===== config.mk =====
export PLATFORM = sky130hd
export DESIGN_NAME = fcm_selector
export DESIGN_NICKNAME = d
export VERILOG_FILES = /design/src/hdl/fcm_pkg.sv /design/src/hdl/fcm_selector.sv
export VERILOG_INCLUDE_DIRS = /design/src /design/src/hdl
export SDC_FILE = /design/constraint.sdc
export NUM_CORES = 1
export LEC_CHECK = 0
export ABC_AREA = 1
export BUFFER_PORTS_ARGS = -buffer_cell sky130_fd_sc_hd__buf_2
export CORE_ASPECT_RATIO = 0.5
export CORE_MARGIN = 3
export CORE_UTILIZATION = 54
export DETAILED_ROUTE_END_ITERATION = 12
export PLACE_DENSITY = 0.95
export SLEW_MARGIN = 20
export SYNTH_ARGS = -nofsm -noshare
export SYNTH_HDL_FRONTEND = slang
export SYNTH_SLANG_ARGS = --single-unit

===== constraint.sdc =====
create_clock -name clock -period 10.3 [get_ports clock]
set_input_delay 2.06 -clock clock [delete_from_list [all_inputs] [get_ports clock]]
set_output_delay 2.06 -clock clock [all_outputs]
set_load 0.05 [all_outputs]

===== src/hdl/fcm_dfcm_double_compressor_unit_defines.svh =====
// Assertion macros shared by the compressor RTL files.
`ifndef FCM_DFCM_DOUBLE_COMPRESSOR_UNIT_DEFINES_SVH
`define FCM_DFCM_DOUBLE_COMPRESSOR_UNIT_DEFINES_SVH

// Same-cycle implication, checked at every rising clock edge outside reset.
`define FCM_ASSERT_NOW(lbl, clk, rst, ante, cons, msg) \
   lbl: assert property (@(posedge clk) disable iff (rst) (ante) |-> (cons)) \
      else $error(msg);

// Next-cycle implication, checked at every rising clock edge outside reset.
`define FCM_ASSERT_NEXT(lbl, clk, rst, ante, cons, msg) \
   lbl: assert property (@(posedge clk) disable iff (rst) (ante) |=> (cons)) \
      else $error(msg);

`endif


===== src/hdl/fcm_pkg.sv =====
// Package with the payload types, register codes and reset values of the compressor.
`default_nettype none

package fcm_pkg;

   typedef struct packed {
      logic [63:0] sample_value;
      logic        last_in_block;
   } req_type;

   typedef struct packed {
      logic        stride_selected;
      logic [2:0]  size_code;
      logic [63:0] residual;
      logic [3:0]  residual_bytes;
      logic        block_end;
   } rsp_type;

   // Both candidate residuals of one item, handed from the predict stage to the select stage.
   typedef struct packed {
      logic [63:0] value_residual;
      logic [63:0] stride_residual;
      logic        block_end;
   } cand_type;

   // Per-cycle control from the top level to each predictor.
   typedef struct packed {
      logic accept;
      logic last;
      logic clearing;
   } pred_ctl_type;

   localparam int CSR_INDEX_W = 3;
   localparam int CSR_DATA_W  = 8;

   typedef enum logic [CSR_INDEX_W-1:0] {
      CSR_VALUE_LEFT_SHIFT   = 3'd0,
      CSR_VALUE_RIGHT_SHIFT  = 3'd1,
      CSR_STRIDE_LEFT_SHIFT  = 3'd2,
      CSR_STRIDE_RIGHT_SHIFT = 3'd3,
      CSR_TABLE_SIZE_LOG2    = 3'd4
   } csr_index_type;

   localparam logic [4:0] VALUE_LEFT_SHIFT_RESET   = 5'd6;
   localparam logic [5:0] VALUE_RIGHT_SHIFT_RESET  = 6'd48;
   localparam logic [4:0] STRIDE_LEFT_SHIFT_RESET  = 5'd2;
   localparam logic [5:0] STRIDE_RIGHT_SHIFT_RESET = 6'd40;
   localparam logic [3:0] TABLE_SIZE_LOG2_RESET    = 4'd12;

endpackage

`default_nettype wire


===== src/hdl/fcm_selector.sv =====
// Select stage: pick the smaller residual, code its length and hold the result item.
`default_nettype none

`include "fcm_dfcm_double_compressor_unit_defines.svh"

module fcm_selector
   import fcm_pkg::*;
(
   input  wire logic     clock,
   input  wire logic     reset,
   input  wire logic     cand_valid,
   input  wire cand_type cand,
   output logic          cand_take,
   output logic          rsp_valid,
   input  wire logic     rsp_stall,
   output rsp_type       rsp_payload
);

   logic        rsp_valid_ff, rsp_valid_in;
   rsp_type     rsp_ff, rsp_in;
   logic        out_free;
   logic        use_stride;
   logic [63:0] chosen;
   logic [2:0]  code;

   assign out_free  = !rsp_valid_ff || !rsp_stall;
   assign cand_take = cand_valid && out_free;

   // Tie goes to the value predictor.
   assign use_stride = cand.value_residual > cand.stride_residual;
   assign chosen     = use_stride ? cand.stride_residual : cand.value_residual;

   always_comb begin
      if (chosen[63:56] != 8'd0) begin
         code = 3'd7;
      end else if (chosen[55:48] != 8'd0) begin
         code = 3'd6;
      end else if (chosen[47:40] != 8'd0) begin
         code = 3'd5;
      end else if (chosen[39:24] != 16'd0) begin
         code = 3'd4;
      end else if (chosen[23:16] != 8'd0) begin
         code = 3'd3;
      end else if (chosen[15:8] != 8'd0) begin
         code = 3'd2;
      end else if (chosen[7:0] != 8'd0) begin
         code = 3'd1;
      end else begin
         code = 3'd0;
      end
   end

   always_comb begin
      rsp_in       = rsp_ff;
      rsp_valid_in = rsp_valid_ff;
      if (cand_take) begin
         rsp_in.stride_selected = use_stride;
         rsp_in.size_code       = code;
         rsp_in.residual        = chosen;
         rsp_in.residual_bytes  = {1'b0, code} + {3'b000, code[2]};
         rsp_in.block_end       = cand.block_end;
         rsp_valid_in           = 1'b1;
      end else if (!rsp_stall) begin
         rsp_valid_in = 1'b0;
      end
   end

   always_ff @(posedge clock) begin
      if (reset) begin
         rsp_valid_ff <= 1'b0;
      end else begin
         rsp_valid_ff <= rsp_valid_in;
      end
   end

   always_ff @(posedge clock) begin
      rsp_ff <= rsp_in;
   end

   assign rsp_valid   = rsp_valid_ff;
   assign rsp_payload = rsp_ff;

   `FCM_ASSERT_NOW(a_bytes_cover_residual, clock, reset, rsp_valid_ff,
      (rsp_ff.residual_bytes == 4'd8) ||
      ((rsp_ff.residual >> {rsp_ff.residual_bytes, 3'b000}) == 64'd0),
      "residual has significant bytes beyond residual_bytes")

endmodule

`default_nettype wire


==> reports/results.tsv, run 1 <==
metric	value	unit
switching_share	35.1	%
fin_nets	1074	
ios	208	
final_cell_mix	buf_2 (207), nand2_1 (185), inv_1 (161), edfxtp_1 (73), ha_1 (66)	
wirelength	14500	um
cp_common_cell	nand2_1	
setup_tns	0	ns
layout_commonest_cell	buf_2	
hold_viol_final	0	
rsz0062_at_grt	no	
viasPerCell	5.07	
antenna_found_initial	0	
synth.distinct_cells	26	
pwr-share-clk	31.3	%
status	completed	
drt-met1-wl	5860	um
io_buffers	207	
drv_slew	0	
setup_viol	0	
cp.arrival	6.16	ns
holdCritPathClass	flop to flop	
seq_area_frac_synth	41.9	%
total_leakage_power	3.70	nW
area_growth	27.0	%
cpMaxStageDelayCell	nand2_4	
drc	0	
grt_pass1_wl	22000	um
pre_cts_slack	3.94	ns
vias	5119	
grt_pass1_vias	4752	
cts-resized-gates	0	
cp-start-kind	input pin	
synth_cells	669	
hpwl	11600	um
path_max_fanout	114	
finalClockSkew	0.00201	ns
p_sw	0.344	mW
synth_nets	868	
irDropWorstVdd	66.8	uV
max_freq	165	MHz
cts_num_sinks	74	
start_util	58.0	%
die_x	146	um
cts_hold_buf	0	
layout_min_cycle_time	6.07	ns
clk_pin_slew_worst_paths	0.06	ns
coreArea	0.00910	mm2
fin_ws	4.23	ns
layout-drive-gt1-share	26.4	%
clk_latency	0.33	ns
n_antenna_cell	0	
p_seq_share	38.3	%
p_int	0.637	mW
place_congestion	0.888	
fp-row-count	24	
cts_htree_levels	3	
dr_wl_met3	998	um
yosys_warnings	0	
grt-ovfl-total	0	
worstSetupPathType	input pin to flop	
grt_max_degree	115	
wl_met2	7260	um
critPathRequiredTime	10.39	ns
cts_setup_buffers	0	
cts_root_buf	clkbuf_16	
grt_use_total	25.3	%
crit_chain	buf_2 -> inv_1 -> ha_1 -> nand2_1 -> nor3_1 -> nand2_1 -> nor3b_2 -> nand3_2 -> nand2_4 -> o21ai_0 -> nor2_1 -> nand2_1 -> nor2_1 -> nand2_1 -> nand2_1 -> nand2_1 -> nand2_1 -> nand2_1 -> ha_1 -> ha_1 -> nand4_1 -> nand2_1	
period_share	58.9	%
clockBufferDepth	2	
cts_tree	done	
wl_per_cell	14.4	um
cap_viol_max_count	0	
drt_iter0_drc	385	
worst_setup_path_end_kind	flop	
power_frac_comb	30.5	%
drtAntennaViolNets	0	
ys_seq_elements	74	
die_h	75.9	um
top_layer	met4	
cts_made_buffers	9	
hold_depth	2	
power_density	146	mW/mm2
max_slew_margin	32.3	%
syn_avg_cell_area	7.88	um2
worst-slew-pin-transition	1.02	ns
die_area	0.0111	mm2
fillers	678	
first_pass_iters	5	
crit_path_max_incr_delay	0.86	ns
r2r.worst_path.cells	3	
synthesis.area	0.00528	mm2
==> power by group through the flow <==
stage	combinational (mW)	sequential, mW	clock (mW)
2_1_floorplan	0.121	0.475	0
3_3_place_gp	0.285	0.380	0
3_5_place_dp	0.296	0.381	0
4_1_cts	0.298	0.375	0.309
5_1_grt	0.327	0.377	0.322
6_report	0.299	0.375	0.307
==> worst max-delay path: cells and delay by family <==
| kind | cells | cell delay [ns] |
|---|---|---|
| simple gates | 16 | 2.86 |
| fa+ha+maj | 3 | 0.70 |
| compound gates | 1 | 0.33 |
| buf+inv | 2 | 0.13 |
==> layer usage <==
layer	track usage [%]	vias up
li1	-	2534
met2	47.2	230
met4	9.57	0
met5	0	-
met1	29.4	2316
met3	6.00	39
==> worst paths after layout <==
path / start / to / slack (ns)
min reg2reg: rsp_valid$_SDFFE_PP0P_ / rsp_valid$_SDFFE_PP0P_ / 0.51
min: rsp_valid$_SDFFE_PP0P_ / rsp_valid$_SDFFE_PP0P_ / 0.51
max reg2reg: rsp_valid$_SDFFE_PP0P_ / rsp_payload[9]$_DFFE_PP_ / 8.50
max: cand[56] / rsp_payload[3]$_DFFE_PP_ / 4.23
==> final cells by class <==
| cell class | instances | area, um2 | area share (%) |
|---|---|---|---|
| Tap cell | 130 | 163 | 2.43 |
| Inverter | 161 | 604 | 9.02 |
| Sequential cell | 74 | 2210 | 33.0 |
| Multi-Input combinational cell | 420 | 2380 | 35.6 |
| Clock inverter | 6 | 57.6 | 0.859 |
| Clock buffer | 10 | 229 | 3.42 |
| Timing Repair Buffer | 209 | 1050 | 15.7 |
==> logic make-up (layout without fill, tap and decap cells) <==
family / count (synthesis) / after routing / share of synthesized area [%]
flip-flops: 74 / 74 / 41.9
buffers and inverters: 175 / 386 / 13.2
adder cells (fa/ha/maj): 66 / 66 / 15.7
AO/OA/AOI/OAI: 92 / 92 / 8.97
AND/OR/NAND/NOR: 262 / 262 / 20.3
==> state kept, by name, indices dropped and copies added, names as in the netlist <==
| name | cells |
|---|---|
| rsp_valid | 1 |
| rsp_payload | 73 |
==> through the flow <==
step	std cells	cell area, um2	hold WS, ns	util, %	power (mW)
after floorplan	669	5280	0.671	-	0.596
after global placement	994	6410	0.482	70.5	0.665
after detailed placement	994	6410	0.513	70.5	0.677
after CTS	1010	6700	0.520	73.6	0.982
after global routing	1010	6700	0.547	73.6	1.03
final	1010	6700	0.513	73.6	0.980
==> cells in the mapped netlist <==
library cell | number | area, um2
nor2_1 | 41 | 154
nand2_2 | 2 | 12.5
nand4_1 | 7 | 43.8
nor3_1 | 2 | 10.0
buf_4 | 2 | 15.0
a21oi_1 | 32 | 160
buf_6 | 3 | 33.8
buf_2 | 7 | 35.0
nand3b_1 | 1 | 7.51
nand3_1 | 17 | 85.1
nor2_2 | 3 | 18.8
nor3_2 | 1 | 10.0
nand3_2 | 2 | 20.0
nand2_1 | 185 | 694
a21o_1 | 1 | 7.51
o21ai_1 | 19 | 95.1
o21a_1 | 3 | 22.5
clkbuf_1 | 1 | 3.75
inv_1 | 161 | 604
nor3b_2 | 1 | 12.5
o21ai_0 | 36 | 180
ha_1 | 66 | 826
edfxtp_1 | 73 | 2190
o21bai_1 | 1 | 7.51
dfxtp_1 | 1 | 20.0
buf_1 | 1 | 3.75
Note: power is estimated with default switching activity, not from simulation.
==> inputs of run 2 (changes only) <==
Settings changed: CORE_UTILIZATION 54 to 45, PLACE_DENSITY 0.95 to 0.89.
Clock period 10.3 ns to 5.2 ns, I/O delays scaled along.
==> reports/results.tsv, run 2 (same netlist as run 1, synthesis figures left out) <==
metric	value	unit
first_pass_iters	5	
max_freq	233	MHz
grt-ovfl-total	0	
io_buffers	207	
viasPerCell	4.86	
cp.arrival	4.37	ns
hpwl	11500	um
cts_htree_levels	3	
rsz0062_at_grt	no	
grt_use_met1	22.3	%
ff2ff_setup_slack	3.53	ns
cts_root_buf	clkbuf_16	
r2r.worst_path.cells	2	
die_h	82.6	um
worst-slew-pin-transition	0.988	ns
cts_made_buffers	9	
die_x	159	um
cts_tree	done	
worst_setup_path_end_kind	flop	
timing.rr.start	rsp_valid$_SDFFE_PP0P_	
clk_latency	0.33	ns
total_leakage_power	3.75	nW
final_cell_mix	buf_2 (207), nand2_1 (185), inv_1 (161), edfxtp_1 (73), ha_1 (66)	
grt_max_degree	74	
r2r-end	rsp_payload[43]$_DFFE_PP_	
path_max_fanout	66	
cp-start-kind	input pin	
cp-startpoint	cand[56]	
wl_per_cell	13.7	um
fin_nets	1077	
grt_pass1_vias	4931	
top_usage_layer	met2	
grtUsageMet3	4.83	%
start_util	47.0	%
holdCritPathClass	flop to flop	
worstSetupPathType	input pin to flop	
stdcell_area	0.00682	mm2
power_density	301	mW/mm2
grt_pass1_wl	22300	um
irDropWorstVdd	151	uV
layout_min_cycle_time	4.28	ns
grt_use_total	21.3	%
fp-row-count	27	
die_area	0.0131	mm2
worstSetupEndpoint	rsp_payload[3]$_DFFE_PP_	
wirelength	14300	um
antenna_found_initial	0	
max_slew_margin	34.2	%
finalClockSkew	0.00691	ns
layout-drive-gt1-share	26.8	%
cts_num_sinks	74	
fillers	937	
ios	208	
place_congestion	0.924	
clk_pin_slew_worst_paths	0.05	ns
vias	5064	
drv_slew	0	
drtAntennaViolNets	0	
cts_hold_buf	0	
met2_usage	41.1	%
largest_reg_flops	73	
n_antenna_cell	0	
cts-resized-gates	0	
critPathRequiredTime	5.28	ns
hold_viol_final	0	
coreArea	0.0112	mm2
drc	0	
cap_viol_max_count	0	
cts_setup_buffers	0	
layout_commonest_cell	buf_2	
setup_viol	0	
clockBufferDepth	2	
period_share	82.4	%
drt_iter0_drc	336	
area_growth	29.2	%
post_dp_cell_area	0.00648	mm2
setup_tns	0	ns
status	completed	
run 2: per-stage QoR:
stage / setup slack (ns) / total power [mW] / hold slack [ns] / std cells / util [%]
final: 0.916 / 2.05 / 0.517 / 1041 / 60.8
after global routing: 0.489 / 2.15 / 0.552 / 1041 / 60.8
after CTS: 0.923 / 2.06 / 0.516 / 1041 / 60.8
after detailed placement: 0.604 / 1.35 / 0.508 / 1026 / 57.8
after global placement: 0.723 / 1.32 / 0.480 / 1026 / 57.8
after floorplan: 0.736 / 1.18 / 0.680 / 669 / -
run 2: metal layers:
layer	up-vias	wire, um
met2	200	7430
met1	2265	5420
met5	-	0
met4	0	639
met3	62	787
li1	2537	-
run 2: worst min-delay path by stage:
stage	startpoint	endpoint	slack, ns	depth (start not counted)
global placement	rsp_valid$_SDFFE_PP0P_	rsp_valid$_SDFFE_PP0P_	0.48	2
floorplan	rsp_valid$_SDFFE_PP0P_	rsp_valid$_SDFFE_PP0P_	0.68	2
detailed placement	rsp_valid$_SDFFE_PP0P_	rsp_valid$_SDFFE_PP0P_	0.51	2
finish	rsp_valid$_SDFFE_PP0P_	rsp_valid$_SDFFE_PP0P_	0.52	2
CTS	rsp_valid$_SDFFE_PP0P_	rsp_valid$_SDFFE_PP0P_	0.52	2
global route	rsp_valid$_SDFFE_PP0P_	rsp_valid$_SDFFE_PP0P_	0.55	2
run 2: power breakdown:
| part | total, mW | switching [mW] | internal [mW] | leakage, nW |
|---|---|---|---|---|
| clock | 0.711 | 0.245 | 0.466 | 0.163 |
| combinational | 0.596 | 0.426 | 0.170 | 2.88 |
| sequential | 0.742 | 0.0134 | 0.728 | 0.704 |
| total | 2.05 | 0.684 | 1.36 | 3.75 |
run 2: final cells by class:
cell class / instances / area (um2) / area share [%]
flip-flops and latches: 74 / 2210 / 32.4
clock buffers: 10 / 229 / 3.36
inverters: 161 / 604 / 8.86
multi-input cells: 420 / 2380 / 35.0
repair buffers: 212 / 1090 / 15.9
clock inverters: 5 / 104 / 1.52
well taps: 159 / 199 / 2.92
run 2: worst max-delay path, stage by stage:
cell and delay [ns]:
buf_2 0.10, inv_1 0.04, ha_1 0.29, nand2_1 0.10, nor3_1 0.26, nand2_1 0.15, nor3b_2 0.22, nand3_2 0.12
nand2_4 0.23, buf_12 0.28, nand2_1 0.07, o21ai_0 0.11, nand2_1 0.08, nor2_1 0.12, nand2_1 0.13, nor2_2 0.22
nand2_1 0.08, nand2_1 0.06, nand2_1 0.04, nand2_1 0.07, ha_1 0.17, ha_1 0.18, inv_1 0.05, nand2_1 0.08
nand2_1 0.05
